<file path="config.mk">
export PLATFORM = sky130hd
export DESIGN_NAME = packet_deframer_sum_checksum_top
export DESIGN_NICKNAME = d
export VERILOG_FILES = /design/src/sv/pdsc_pkg.sv /design/src/sv/pdsc_core.sv /design/src/sv/pdsc_skid.sv /design/src/sv/packet_deframer_sum_checksum_top.sv
export VERILOG_INCLUDE_DIRS = /design/src /design/src/sv
export SDC_FILE = /design/constraint.sdc
export NUM_CORES = 1
export LEC_CHECK = 0
export BUFFER_PORTS_ARGS = -buffer_cell sky130_fd_sc_hd__buf_2
export CORE_UTILIZATION = 45
export DETAILED_ROUTE_END_ITERATION = 8
export PLACE_DENSITY = 0.68
export SYNTH_ARGS = -nofsm -noshare
export SYNTH_HDL_FRONTEND = slang
export SYNTH_HIERARCHICAL = 1
export SYNTH_SLANG_ARGS = --single-unit
</file>
<file path="constraint.sdc">
create_clock -name clock -period 14.3 [get_ports clock]
set_clock_uncertainty 0.15 [all_clocks]
set_input_delay 0 -clock clock [delete_from_list [all_inputs] [get_ports clock]]
set_output_delay 0 -clock clock [all_outputs]
set_load 0.01 [all_outputs]
</file>
<file path="src/sv/packet_deframer_sum_checksum_top_defines.svh">
// Assertion macros used by the deframer top level.
`ifndef PACKET_DEFRAMER_SUM_CHECKSUM_TOP_DEFINES_SVH
`define PACKET_DEFRAMER_SUM_CHECKSUM_TOP_DEFINES_SVH

// Same-cycle implication, checked outside reset.
`define PDSC_ASSERT_IMPL(label, clk, rst, ante, cons) \
   label: assert property (@(posedge clk) disable iff (rst) (ante) |-> (cons)) \
      else $error("pdsc same-cycle check failed");

// Next-cycle implication, checked outside reset.
`define PDSC_ASSERT_NEXT(label, clk, rst, ante, cons) \
   label: assert property (@(posedge clk) disable iff (rst) (ante) |=> (cons)) \
      else $error("pdsc next-cycle check failed");

`endif

</file>
<file path="src/sv/pdsc_pkg.sv">
`default_nettype none

package pdsc_pkg;

   localparam int BufferBytes = 256;
   localparam int EmptySize   = 6;
   localparam int BodyOffset  = 4;
   localparam logic [7:0]  CheckXor     = 8'hAA;
   localparam logic [15:0] MaxLength    = 16'(BufferBytes - EmptySize);
   localparam logic [7:0]  StartReset   = 8'd0;
   localparam logic [15:0] TimeoutReset = 16'd500;

   // input command
   localparam logic CmdByte = 1'b0;
   localparam logic CmdTick = 1'b1;

   // result kinds
   localparam logic [1:0] KindBody   = 2'd0;
   localparam logic [1:0] KindAccept = 2'd1;
   localparam logic [1:0] KindError  = 2'd2;

   // error codes
   localparam logic [2:0] ErrBadStart = 3'd0;
   localparam logic [2:0] ErrShort    = 3'd1;
   localparam logic [2:0] ErrLong     = 3'd2;
   localparam logic [2:0] ErrChecksum = 3'd3;
   localparam logic [2:0] ErrTimeout  = 3'd4;

   // register indexes
   localparam logic [1:0] CsrStartMarker  = 2'd0;
   localparam logic [1:0] CsrTimeoutTicks = 2'd1;

   typedef struct packed {
      logic [7:0]  start_marker;
      logic [15:0] timeout_ticks;
   } cfg_type;

   typedef struct packed {
      logic [1:0] result_kind;
      logic [2:0] error_code;
      logic [7:0] body_length;
      logic [7:0] packet_code;
      logic [7:0] body_index;
      logic [7:0] body_byte;
   } rsp_type;

   typedef struct packed {
      logic main_valid;
      logic skid_valid;
   } skid_status_type;

endpackage

`default_nettype wire

</file>
<file path="src/sv/pdsc_core.sv">
`default_nettype none

module pdsc_core #(
   parameter int BUFFER_BYTES = pdsc_pkg::BufferBytes
) (
   input  wire logic             clock,
   input  wire logic             reset,
   input  wire pdsc_pkg::cfg_type cfg,
   input  wire logic             beat_valid,
   input  wire logic             beat_command,
   input  wire logic [7:0]       beat_byte,
   output logic                  res_valid,
   output pdsc_pkg::rsp_type     res
);
   import pdsc_pkg::*;

   localparam logic [15:0] LengthLimit = 16'(BUFFER_BYTES - EmptySize);

   typedef enum logic [1:0] {
      PH_WAIT = 2'd0,
      PH_LEN  = 2'd1,
      PH_REST = 2'd2
   } phase_type;

   phase_type   phase_ff, phase_in;
   logic [7:0]  byte_count_ff, byte_count_in;
   logic [15:0] declared_length_ff, declared_length_in;
   logic [7:0]  running_sum_ff, running_sum_in;
   logic [7:0]  received_sum_ff, received_sum_in;
   logic [7:0]  code_held_ff, code_held_in;
   logic [15:0] tick_count_ff, tick_count_in;

   logic [7:0]  sum_b;
   logic [15:0] pos_plus2;
   logic [15:0] tick_inc;

   assign sum_b     = running_sum_ff + beat_byte;
   assign pos_plus2 = {8'd0, byte_count_ff} + 16'd2;
   assign tick_inc  = (tick_count_ff == 16'hFFFF) ? tick_count_ff : tick_count_ff + 16'd1;

   always_comb begin
      phase_in           = phase_ff;
      byte_count_in      = byte_count_ff;
      declared_length_in = declared_length_ff;
      running_sum_in     = running_sum_ff;
      received_sum_in    = received_sum_ff;
      code_held_in       = code_held_ff;
      tick_count_in      = tick_count_ff;
      res_valid          = 1'b0;
      res                = '0;

      if (beat_command == CmdTick) begin
         if (phase_ff == PH_LEN || phase_ff == PH_REST) begin
            tick_count_in = tick_inc;
            if (tick_inc >= cfg.timeout_ticks) begin
               phase_in        = PH_WAIT;
               byte_count_in   = 8'd0;
               res_valid       = 1'b1;
               res.result_kind = KindError;
               res.error_code  = ErrTimeout;
            end
         end
      end else begin
         unique case (phase_ff)
            PH_LEN: begin
               running_sum_in = sum_b;
               if (byte_count_ff == 8'd1) begin
                  declared_length_in = {8'd0, beat_byte};
                  byte_count_in      = 8'd2;
               end else begin
                  declared_length_in = declared_length_ff | {beat_byte, 8'd0};
                  byte_count_in      = 8'd3;
                  phase_in           = PH_REST;
               end
            end
            PH_REST: begin
               if (byte_count_ff == 8'd3) begin
                  // code byte: length is complete, check its range
                  code_held_in   = beat_byte;
                  running_sum_in = sum_b;
                  byte_count_in  = 8'd4;
                  if (declared_length_ff < 16'(EmptySize)) begin
                     phase_in        = PH_WAIT;
                     byte_count_in   = 8'd0;
                     res_valid       = 1'b1;
                     res.result_kind = KindError;
                     res.error_code  = ErrShort;
                  end else if (declared_length_ff > LengthLimit) begin
                     phase_in        = PH_WAIT;
                     byte_count_in   = 8'd0;
                     res_valid       = 1'b1;
                     res.result_kind = KindError;
                     res.error_code  = ErrLong;
                  end
               end else if (pos_plus2 < declared_length_ff) begin
                  running_sum_in  = sum_b;
                  byte_count_in   = byte_count_ff + 8'd1;
                  res_valid       = 1'b1;
                  res.result_kind = KindBody;
                  res.body_byte   = beat_byte;
                  res.body_index  = byte_count_ff - 8'(BodyOffset);
                  res.packet_code = code_held_ff;
               end else if (pos_plus2 == declared_length_ff) begin
                  received_sum_in = beat_byte;
                  byte_count_in   = byte_count_ff + 8'd1;
               end else begin
                  // last byte: compare both check bytes
                  phase_in      = PH_WAIT;
                  byte_count_in = 8'd0;
                  res_valid     = 1'b1;
                  if (received_sum_ff == running_sum_ff &&
                      beat_byte == (running_sum_ff ^ CheckXor)) begin
                     res.result_kind = KindAccept;
                     res.packet_code = code_held_ff;
                     res.body_length = declared_length_ff[7:0] - 8'(EmptySize);
                  end else begin
                     res.result_kind = KindError;
                     res.error_code  = ErrChecksum;
                  end
               end
            end
            default: begin
               if (beat_byte != cfg.start_marker) begin
                  phase_in        = PH_WAIT;
                  byte_count_in   = 8'd0;
                  res_valid       = 1'b1;
                  res.result_kind = KindError;
                  res.error_code  = ErrBadStart;
               end else begin
                  phase_in           = PH_LEN;
                  byte_count_in      = 8'd1;
                  running_sum_in     = beat_byte;
                  declared_length_in = 16'd0;
                  received_sum_in    = 8'd0;
                  tick_count_in      = 16'd0;
               end
            end
         endcase
      end

      if (!beat_valid) begin
         res_valid = 1'b0;
      end
   end

   always_ff @(posedge clock) begin
      if (reset) begin
         phase_ff           <= PH_WAIT;
         byte_count_ff      <= 8'd0;
         declared_length_ff <= 16'd0;
         running_sum_ff     <= 8'd0;
         received_sum_ff    <= 8'd0;
         code_held_ff       <= 8'd0;
         tick_count_ff      <= 16'd0;
      end else if (beat_valid) begin
         phase_ff           <= phase_in;
         byte_count_ff      <= byte_count_in;
         declared_length_ff <= declared_length_in;
         running_sum_ff     <= running_sum_in;
         received_sum_ff    <= received_sum_in;
         code_held_ff       <= code_held_in;
         tick_count_ff      <= tick_count_in;
      end
   end

endmodule

`default_nettype wire

</file>
<file path="src/sv/pdsc_skid.sv">
`default_nettype none

module pdsc_skid (
   input  wire logic              clock,
   input  wire logic              reset,
   input  wire logic              in_valid,
   output logic                   in_ready,
   input  wire pdsc_pkg::rsp_type in_data,
   output logic                   out_valid,
   input  wire logic              out_ready,
   output pdsc_pkg::rsp_type      out_data,
   output pdsc_pkg::skid_status_type status
);
   import pdsc_pkg::*;

   logic    main_valid_ff;
   logic    skid_valid_ff;
   rsp_type main_ff;
   rsp_type skid_ff;
   logic    pop;

   assign in_ready   = !skid_valid_ff;
   assign out_valid  = main_valid_ff;
   assign out_data   = main_ff;
   assign pop        = main_valid_ff && out_ready;
   assign status.main_valid = main_valid_ff;
   assign status.skid_valid = skid_valid_ff;

   always_ff @(posedge clock) begin
      if (reset) begin
         main_valid_ff <= 1'b0;
         skid_valid_ff <= 1'b0;
      end else if (skid_valid_ff) begin
         // refill the output from the skid stage
         if (pop) begin
            main_ff       <= skid_ff;
            skid_valid_ff <= 1'b0;
         end
      end else if (in_valid) begin
         if (!main_valid_ff || pop) begin
            main_ff       <= in_data;
            main_valid_ff <= 1'b1;
         end else begin
            skid_ff       <= in_data;
            skid_valid_ff <= 1'b1;
         end
      end else if (pop) begin
         main_valid_ff <= 1'b0;
      end
   end

endmodule

`default_nettype wire

</file>
<file path="src/sv/packet_deframer_sum_checksum_top.sv">
// Channel   Direction  Payload
// req_      in         tuser: command; tdata: rx_byte
// rsp_      out        tuser: result_kind; tdata: body_byte, body_index,
//                      packet_code, body_length, error_code
// csr_      in         index: register number; data: register value
//
// One beat is taken per cycle while req_tready is high; its result is registered
// in the output register, or in the one-entry skid stage when the output is
// stalled. req_tready drops only when the skid stage is full. Synchronous
// reset clears state, start_marker to 0 and timeout_ticks to 500.
// Configuration writes are taken in any cycle.
`default_nettype none
`include "packet_deframer_sum_checksum_top_defines.svh"

module packet_deframer_sum_checksum_top #(
   parameter int BUFFER_BYTES = pdsc_pkg::BufferBytes
) (
   input  wire logic        clock,
   input  wire logic        reset,
   input  wire logic        req_tvalid,
   output logic             req_tready,
   input  wire logic        req_tuser,   // [0] command
   input  wire logic [7:0]  req_tdata,   // [7:0] rx_byte
   output logic             rsp_tvalid,
   input  wire logic        rsp_tready,
   output logic [1:0]       rsp_tuser,   // [1:0] result_kind
   output logic [39:0]      rsp_tdata,   // [7:0] body_byte, [15:8] body_index,
                                         // [23:16] packet_code, [31:24] body_length,
                                         // [34:32] error_code, [39:35] zero
   input  wire logic        csr_valid,
   output logic             csr_ready,
   input  wire logic [1:0]  csr_index,
   input  wire logic [15:0] csr_data
);
   import pdsc_pkg::*;

   cfg_type         cfg_ff;
   logic            beat;
   logic            res_valid;
   rsp_type         res;
   rsp_type         out_res;
   skid_status_type skid_status;

   assign csr_ready = 1'b1;
   assign beat      = req_tvalid && req_tready;

   always_ff @(posedge clock) begin
      if (reset) begin
         cfg_ff.start_marker  <= StartReset;
         cfg_ff.timeout_ticks <= TimeoutReset;
      end else if (csr_valid && csr_ready) begin
         unique case (csr_index)
            CsrStartMarker:  cfg_ff.start_marker  <= csr_data[7:0];
            CsrTimeoutTicks: cfg_ff.timeout_ticks <= csr_data;
            default: ; // drop writes beyond the register list
         endcase
      end
   end

   pdsc_core #(
      .BUFFER_BYTES (BUFFER_BYTES)
   ) u_core (
      .clock        (clock),
      .reset        (reset),
      .cfg          (cfg_ff),
      .beat_valid   (beat),
      .beat_command (req_tuser),
      .beat_byte    (req_tdata),
      .res_valid    (res_valid),
      .res          (res)
   );

   pdsc_skid u_skid (
      .clock     (clock),
      .reset     (reset),
      .in_valid  (res_valid),
      .in_ready  (req_tready),
      .in_data   (res),
      .out_valid (rsp_tvalid),
      .out_ready (rsp_tready),
      .out_data  (out_res),
      .status    (skid_status)
   );

   assign rsp_tuser = out_res.result_kind;
   assign rsp_tdata = {5'd0, out_res.error_code, out_res.body_length,
                       out_res.packet_code, out_res.body_index, out_res.body_byte};

   `PDSC_ASSERT_IMPL(a_skid_behind_main, clock, reset, skid_status.skid_valid, skid_status.main_valid)
   `PDSC_ASSERT_IMPL(a_stall_has_result, clock, reset, !req_tready, rsp_tvalid)
   `PDSC_ASSERT_NEXT(a_stalled_result_fills_skid, clock, reset,
                     res_valid && rsp_tvalid && !rsp_tready, !req_tready)
   `PDSC_ASSERT_IMPL(a_kind_known, clock, reset, rsp_tvalid,
                     rsp_tuser == KindBody || rsp_tuser == KindAccept || rsp_tuser == KindError)

endmodule

`default_nettype wire

</file>
==> results of run 1 <==
-- cells in the final DEF (no fill, tap or decap), types with 7 or more instances in the layout --
cell type	count
or2_2	10
nand3_1	21
dlygate4sd3_1	32
nor2_1	97
nand4_1	10
dfxtp_1	91
inv_1	52
nand2b_1	38
or3_1	12
a21oi_2	8
nand3_2	8
a21oi_1	46
mux2i_1	42
a22oi_1	9
xor2_1	21
o21ai_0	32
and2_1	12
xnor2_1	21
nand2_1	57
a31oi_1	7
nor3_1	16
ha_1	44
clkbuf_16	17
buf_2	70
edfxtp_1	74
inv_8	8
and3_1	11
mux2_2	37
-- area by class of cell --
cell class              count  area [um^2]  area share
repair buffers            108          716      0.0692
multi-input cells         639         4470       0.432
clock inverters            15          146      0.0141
flip-flops and latches    166         4070       0.393
well taps                 265          332      0.0320
inverters                  52          195      0.0189
clock buffers              17          425      0.0411
-- registers in the layout (all words and copies together), names as in the netlist --
signal and flops:
u_skid/skid_valid_ff 1, u_skid/out_data 37, cfg_ff 24, u_core/tick_count_ff 16
u_core/phase_ff 2, u_core/received_sum_ff 8, u_core/declared_length_ff 16, u_core/code_held_ff 8
u_skid/out_valid 1, u_skid/skid_ff 37, u_core/byte_count_ff 8, u_core/running_sum_ff 8
-- timing repair --
item / in CTS / in global routing
buffers inserted: 0 / 0
hold buffers: 32 / 0
hold endpoints to repair: 71 / 0
-- path summary, 6_finish.rpt --
check	startpoint	end	slack, ns	cells after the start
worst max-delay path	u_core/tick_count_ff[0]	u_skid/skid_ff[9]	9.40	16
worst min-delay path	rsp_tready	u_skid/skid_valid_ff	0.22	3
worst max register to register	u_core/tick_count_ff[0]	u_skid/skid_ff[9]	9.40	16
worst min register to register	cfg_ff[11]	cfg_ff[11]	0.32	2
-- metrics by stage --
stage	util	hold slack [ns]	instances	setup WS, ns
after floorplan	-	-0.0715	902	6.66
final	0.532	0.220	1262	9.40
after CTS	0.532	0.200	1262	9.44
after global placement	0.486	0.109	1198	9.62
after detailed placement	0.486	0.117	1198	9.48
after global routing	0.532	0.213	1262	8.97
-- routing by layer --
layer  wire (um)  vias to the layer above  global-route usage
met5           0                        -                   0
met4         207                        0              0.0543
met3         799                        9              0.0436
met2        8800                      141               0.326
met1        8730                     3050               0.251
li1            -                     3327                   -
-- critical path: stages, from the launching register on --
cell	delay, ns
dfxtp_1	0.40
ha_1	0.21
nand3_1	0.15
or3_1	0.45
nor2_1	0.28
nor2_1	0.18
nand3_1	0.14
xnor2_1	0.08
ha_1	0.30
nand2_1	0.05
nor3_1	0.30
o2111ai_1	0.20
a41oi_1	0.35
a21boi_0	0.45
nand2b_4	0.12
nor4b_2	0.24
buf_4	0.46
-- power by group --
| part | internal (mW) | total, mW | leakage [nW] | switching [mW] |
|---|---|---|---|---|
| Clock | 0.233 | 0.445 | 0.283 | 0.212 |
| Combinational | 0.0215 | 0.0493 | 2.39 | 0.0278 |
| Sequential | 0.496 | 0.498 | 1.45 | 0.00236 |
| Total | 0.750 | 0.993 | 4.13 | 0.242 |
==> summary by stage, run 1 <==
Status
The flow ran to the end, and the final reports show no timing, DRC or antenna violations.

Pwr
For this design the ratio of total power to cell area is 95.9 nW/um^2. Power comes to 993 uW. The static power due to leakage is 4.13 nW.

The worst vdd rail ir drop is 0.0000834 V.

Clock network
The CTS clock-pin slew for the worst setup and hold paths is 0.07 ns. The clock buffer count from CTS is 17. The CTS tree is built. Gates resized during post-CTS repair numbered 0. The maximum count of clock buffers along a single path is 2. The clock drives 166 sinks.

The H-tree was split into 4 levels. The later pin in the worst-skew pair is clocked with a latency of 0.44 ns. The tree is rooted in a clkbuf_16.

Timing
The final max-slew violation count is 0. The final count of negative-setup-slack endpoints is 0. Dividing the final minimum period by the clock period gives 0.343. The highest attainable clock frequency is 204 MHz. Setup repair after global routing left no endpoint under its margin.

The worst slew slack as a fraction of its limit is 0.246. The routed design could run at a clock period as short as 4.90 ns. Summed over all failing endpoints, the final setup total negative slack is 0 ns.

For the pin with the worst max-slew slack, the measured transition is 1.12 ns. The number of hold-slack violations in the final timing report is 0.

Route
After detailed routing, the number of remaining DRC violations is 0. In this run the remaining antenna-violating nets after routing total 0. The first-pass iteration count of the detailed router is 5.

The count of routing violations after the opening detailed-route iteration is 384. For this block, the routed nets add up to 18,500 um of wire. For this block, the via count after detailed routing is 6,527.

Dividing the detail-routed via count by the number of cells gives 5.17. Dividing the detail-routed wire length by the instance count gives 14.7 um.

GRT
The via count of the first global-routing pass is 6,126. After global routing the overflow that remains totals 0. The initial antenna violation count is 0. The first global-routing pass estimated 30,800 um of wire. Entering global routing, the biggest net connects 56 pins.

The global router's overall resource usage is 0.195.

Final layout
The final instance area is 10,300 um^2. The diode insertion count for antenna repair is 0. At the end of the flow, the number of nets in the layout was 1,061. The fill cell total of the finished layout is 1,710. In the final layout, the share of cells above drive strength 1 is 0.188. From synthesis to final layout, the design area changed by 15.4%.

Placement
During placement, the flow inserted port buffers numbering 70. The routability-driven placement congestion ratio is 0.857. The post-place instance area is 9450 um^2.

The post-detailed-placement half-perimeter wirelength is 12,900 um.

Setup path
The element type at the critical path end is a flip-flop. The sort of element at the start of the critical path is a flip-flop. The critical path data arrival time is 4.83 ns. Data on the critical path is required at its endpoint by 14.23 ns. By startpoint and endpoint, the worst setup path is classified as reg -> reg.

The highest fanout seen on the critical path is 37.

Logic synthesis
In this run the mean area of a mapped cell was 9.98 um^2. The number of warning messages in the yosys log is 6. The cell area after synthesis is 8960 um^2.

The synthesized instance count is 898.

Floorplan
Measured along the y axis, the die boundary spans 143 um. The core outline area is 19,500 um^2. After floorplanning, the core was divided into 51 placement rows.

The floorplan die area is 20,500 um^2. The overall die width is 143 um. The starting density of the core is 0.460. The number of I/O pins is 77.

Flow run
The max-capacitance violation count is 0.

Min path
The worst min-delay path class is in -> reg.
No activity file was read; power rests on OpenSTA's default activity.
==> inputs of run 2 (changes only) <==
--- a/config.mk
+++ b/config.mk
@@ -6,10 +6,11 @@
 export SDC_FILE = /design/constraint.sdc
 export NUM_CORES = 1
 export LEC_CHECK = 0
+export ABC_AREA = 1
 export BUFFER_PORTS_ARGS = -buffer_cell sky130_fd_sc_hd__buf_2
 export CORE_UTILIZATION = 45
 export DETAILED_ROUTE_END_ITERATION = 8
-export PLACE_DENSITY = 0.68
+export PLACE_DENSITY = 0.7
 export SYNTH_ARGS = -nofsm -noshare
 export SYNTH_HDL_FRONTEND = slang
 export SYNTH_HIERARCHICAL = 1
==> constraint.sdc (replaced) <==
create_clock -name clock -period 4.1 [get_ports clock]
set_clock_uncertainty 0.15 [all_clocks]
set_input_delay 0 -clock clock [delete_from_list [all_inputs] [get_ports clock]]
set_output_delay 0 -clock clock [all_outputs]
set_load 0.01 [all_outputs]
==> summary by stage, run 2 <==
Status
Status: finished clean (unchanged).

Setup path
The number of buffer and inverter stages on the critical path is 2 (was 1). The cell that appears most often on the critical path is nand2_1. The stage delay of the slowest cell on the critical path was 0.48 ns (was 0.46 ns). The launch point of the worst reg-to-reg path is u_core/tick_count_ff[0] (unchanged).

The critical path data required time was 4.14 ns (was 14.23 ns). The cell type group with the largest total delay on the critical path was simple AND/OR/NAND/NOR gates (unchanged). The worst reg2reg path depth is 22 (was 16). The critical path class is reg -> reg (unchanged). Cell-by-cell trace of the critical path: ha_1, nand2_1, nor2_1, nand2_1, or3_1, nand2_1, ha_1, nand2_1, nor2_1, and2_1, nor2_1, nand2_1, nand2_1, nand2_1, nand2_2, nand2_1, nand2_1, inv_1, or2_2, nand2_2, nor2_4, buf_12 (was ha_1, nand3_1, or3_1, nor2_1, nor2_1, nand3_1, xnor2_1, ha_1, nand2_1, nor3_1, o2111ai_1, a41oi_1, a21boi_0, nand2b_4, nor4b_2, buf_4). The critical path data arrival time is 3.87 ns (was 4.83 ns). The cell at the slowest stage of the critical path was or3_1 (was buf_4).

The sort of element at the start of the critical path is a flip-flop (unchanged). The setup slack of the most critical reg-to-reg path was 0.27 ns (was 9.40 ns). The element type at the critical path end is a flip-flop (unchanged). The highest fanout seen on the critical path is 19 (was 37). The end of the worst register-to-register path was u_skid/out_data[4] (was u_skid/skid_ff[9]).

Floorplan
The overall die width is 146 um (was 143 um). The number of I/O pins was 77 (unchanged). The starting density of the core came to 0.462 (was 0.460). The floorplan die area is 21,400 um^2 (was 20,500 um^2). The number of placement rows is 52 (was 51). The y dimension of the die is 146 um (was 143 um). The core outline area came to 20,300 um^2 (was 19,500 um^2).

Min path
The cell count of the worst hold path is 7 (was 3). The worst min-delay path class is in -> reg (unchanged). The endpoint of the worst hold-timing path is u_core/phase_ff[0] (was u_skid/skid_valid_ff). The beginning of the worst hold path is req_tvalid (was rsp_tready).

GRT
The via count of the first global-routing pass came to 7,867 (was 6,126). The wire length of the first global-routing pass is 37,600 um (was 30,800 um). The overflow left after global routing came to 0 (unchanged). The maximum number of pins on one net before global-route repair is 42 (was 56).

The initial antenna violation count is 0 (unchanged). The global router's overall resource usage is 0.219 (was 0.195).

Final layout
The share of cells above drive strength 1 was 0.136 (was 0.188). The layout overhead on the synthesized area came to 18.2% (was 15.4%). The final-stage net count is 1,425 (was 1,061).

Commonest non-fill, non-tap cells in the layout: 372 x nand2_1, 135 x inv_1, 125 x nor2_1, 92 x nand3_1, 91 x dfxtp_1 (was 97 x nor2_1, 91 x dfxtp_1, 74 x edfxtp_1, 70 x buf_2, 57 x nand2_1). The diode insertion count for antenna repair was 0 (unchanged). The number of non-filler instances in the completed layout is 1,631 (was 1,262). The commonest non-fill, non-tap cell in the layout was nand2_1 (was nor2_1). The fill cell total of the finished layout came to 1,903 (was 1,710).

Route
The sum of routed wire length over all layers came to 22,500 um (was 18,500 um). The detailed-route DRC error count is 0 (unchanged). The routed wirelength normalized by instance count is 13.8 um (was 14.7 um). The first-pass iteration count of the detailed router is 6 (was 5). The number of vias per cell after detailed routing is 5.11 (was 5.17). The count of routing violations after the opening detailed-route iteration is 543 (was 384). The total via count after detailed routing is 8,333 (was 6,527). The remaining antenna violation count is 0 (unchanged).

Clock network
The buffer type at the clock tree root was clkbuf_16 (unchanged). The maximum count of clock buffers along a single path is 2 (unchanged). The CTS clock-pin slew for the worst setup and hold paths came to 0.07 ns (about the same). The number of sinks handled by clock tree synthesis is 166 (unchanged). The CTS tree is built (unchanged). The clock buffer count from CTS is 17 (unchanged). The maximum level of the CTS H-tree came to 4 (unchanged). The clock insertion delay at the later pin of the skew report is 0.43 ns (was 0.44 ns).

Placement
The count of buffers inserted at the top-level ports is 70 (unchanged). The routability-driven placement congestion ratio was 0.890 (was 0.857). The post-detailed-placement half-perimeter wirelength was 15,600 um (was 12,900 um). The number of placed instances, taps included is 1,553 (was 1,198).

Pwr
The total design power is 3.78 mW (was 993 uW). The power density of the placed cells is 341 nW/um^2 (was 95.9 nW/um^2). The static power due to leakage is 4.96 nW (was 4.13 nW). The worst vdd rail ir drop is 0.000272 V (was 0.0000834 V).

Timing
Unrepaired setup endpoints after global routing: no (unchanged). The minimum hold slack is 0.0201 ns (was 0.220 ns). The highest attainable clock frequency is 261 MHz (was 204 MHz).

The number of hold-slack violations in the final timing report came to 0 (unchanged). The share of the cycle needed by the critical path after routing came to 0.934 (was 0.343). The final count of negative-setup-slack endpoints is 0 (unchanged).

The worst slew slack as a fraction of its limit is 0.402 (was 0.246). The final max-slew violation count came to 0 (unchanged). The actual transition at the worst max-transition pin is 0.896 ns (was 1.12 ns). The final critical delay including setup and external delays is 3.83 ns (was 4.90 ns).

Logic synthesis
The average size of a mapped cell came to 7.59 um^2 (was 9.98 um^2). The synthesized instance count is 1,235 (was 898). The cell area after synthesis is 9370 um^2 (was 8960 um^2).

The number of warning messages in the yosys log is 6 (unchanged).

Flow run
The max-capacitance violation count came to 0 (unchanged).
==> run 2: cell count changes in the layout (fill, tap and decap cells not counted), moves of 12 or more <==
| cell | delta |
|---|---|
| inv_1 | +83 |
| nand4_1 | +12 |
| mux2i_1 | -42 |
| xnor2_1 | -16 |
| buf_4 | +12 |
| nor2_1 | +28 |
| nand2b_1 | -38 |
| nand2_1 | +315 |
| nand3_1 | +71 |
| a21oi_1 | +30 |
| mux2_2 | -37 |
==> run 2: layout make-up <==
cell class	instances	area [um^2]	share of cell area
flip-flops and latches	166	4070	0.367
inverters	144	543	0.0490
clock buffers	18	439	0.0397
well taps	270	338	0.0305
clock inverters	14	175	0.0158
repair buffers	134	976	0.0881
multi-input cells	885	4540	0.410
==> run 2: worst max-delay path by stage <==
stage / start / end / depth (start not counted)
2_1_floorplan: u_core/tick_count_ff[0] / u_skid/skid_ff[0] / 27
3_3_place_gp: u_core/tick_count_ff[0] / u_skid/out_data[5] / 25
3_5_place_dp: u_core/tick_count_ff[0] / u_skid/out_data[3] / 25
4_1_cts: u_core/tick_count_ff[0] / u_skid/out_data[28] / 25
5_1_grt: u_core/tick_count_ff[0] / u_skid/out_data[28] / 23
6_report: u_core/tick_count_ff[0] / u_skid/out_data[4] / 22
==> run 2: through the flow <==
step	util	setup slack (ns)	TNS [ns]	area (um^2)
after floorplan	-	0.0363	0	9390
after global placement	0.490	-0.0256	-0.813	9950
after detailed placement	0.490	-0.118	-4.23	9950
after CTS	0.542	0.0446	0	11000
after global routing	0.546	0.00627	0	11100
final	0.546	0.271	0	11100
==> run 2: metal layers <==
layer	vias to the layer above	global-route usage	routed length, um
met5	-	0	0
met2	257	0.372	10700
met1	3829	0.283	10200
met4	0	0.0609	328
li1	4211	-	-
met3	36	0.0425	1280
==> run 2: worst min-delay path, stage by stage <==
cell and delay [ns]:
buf_2 0.11, nand2_1 0.07, inv_1 0.09, nand3_1 0.11, nor2_1 0.06, nor2_1 0.08
nor2_1 0.05
==> run 2: what timing repair did <==
action,in CTS,in global routing
cloned,1,0
endpoints found under the setup margin,37,74
pin swaps,0,2
hold buffers,43,0
gates resized for setup,1,6
setup buffers,0,2
hold endpoints to repair,80,0
==> run 2: power by group <==
group / internal (mW) / switching (mW) / leakage, nW / total [mW]
registers: 1.75 / 0.0202 / 1.44 / 1.77
logic: 0.130 / 0.236 / 3.22 / 0.366
clock network: 0.894 / 0.748 / 0.298 / 1.64
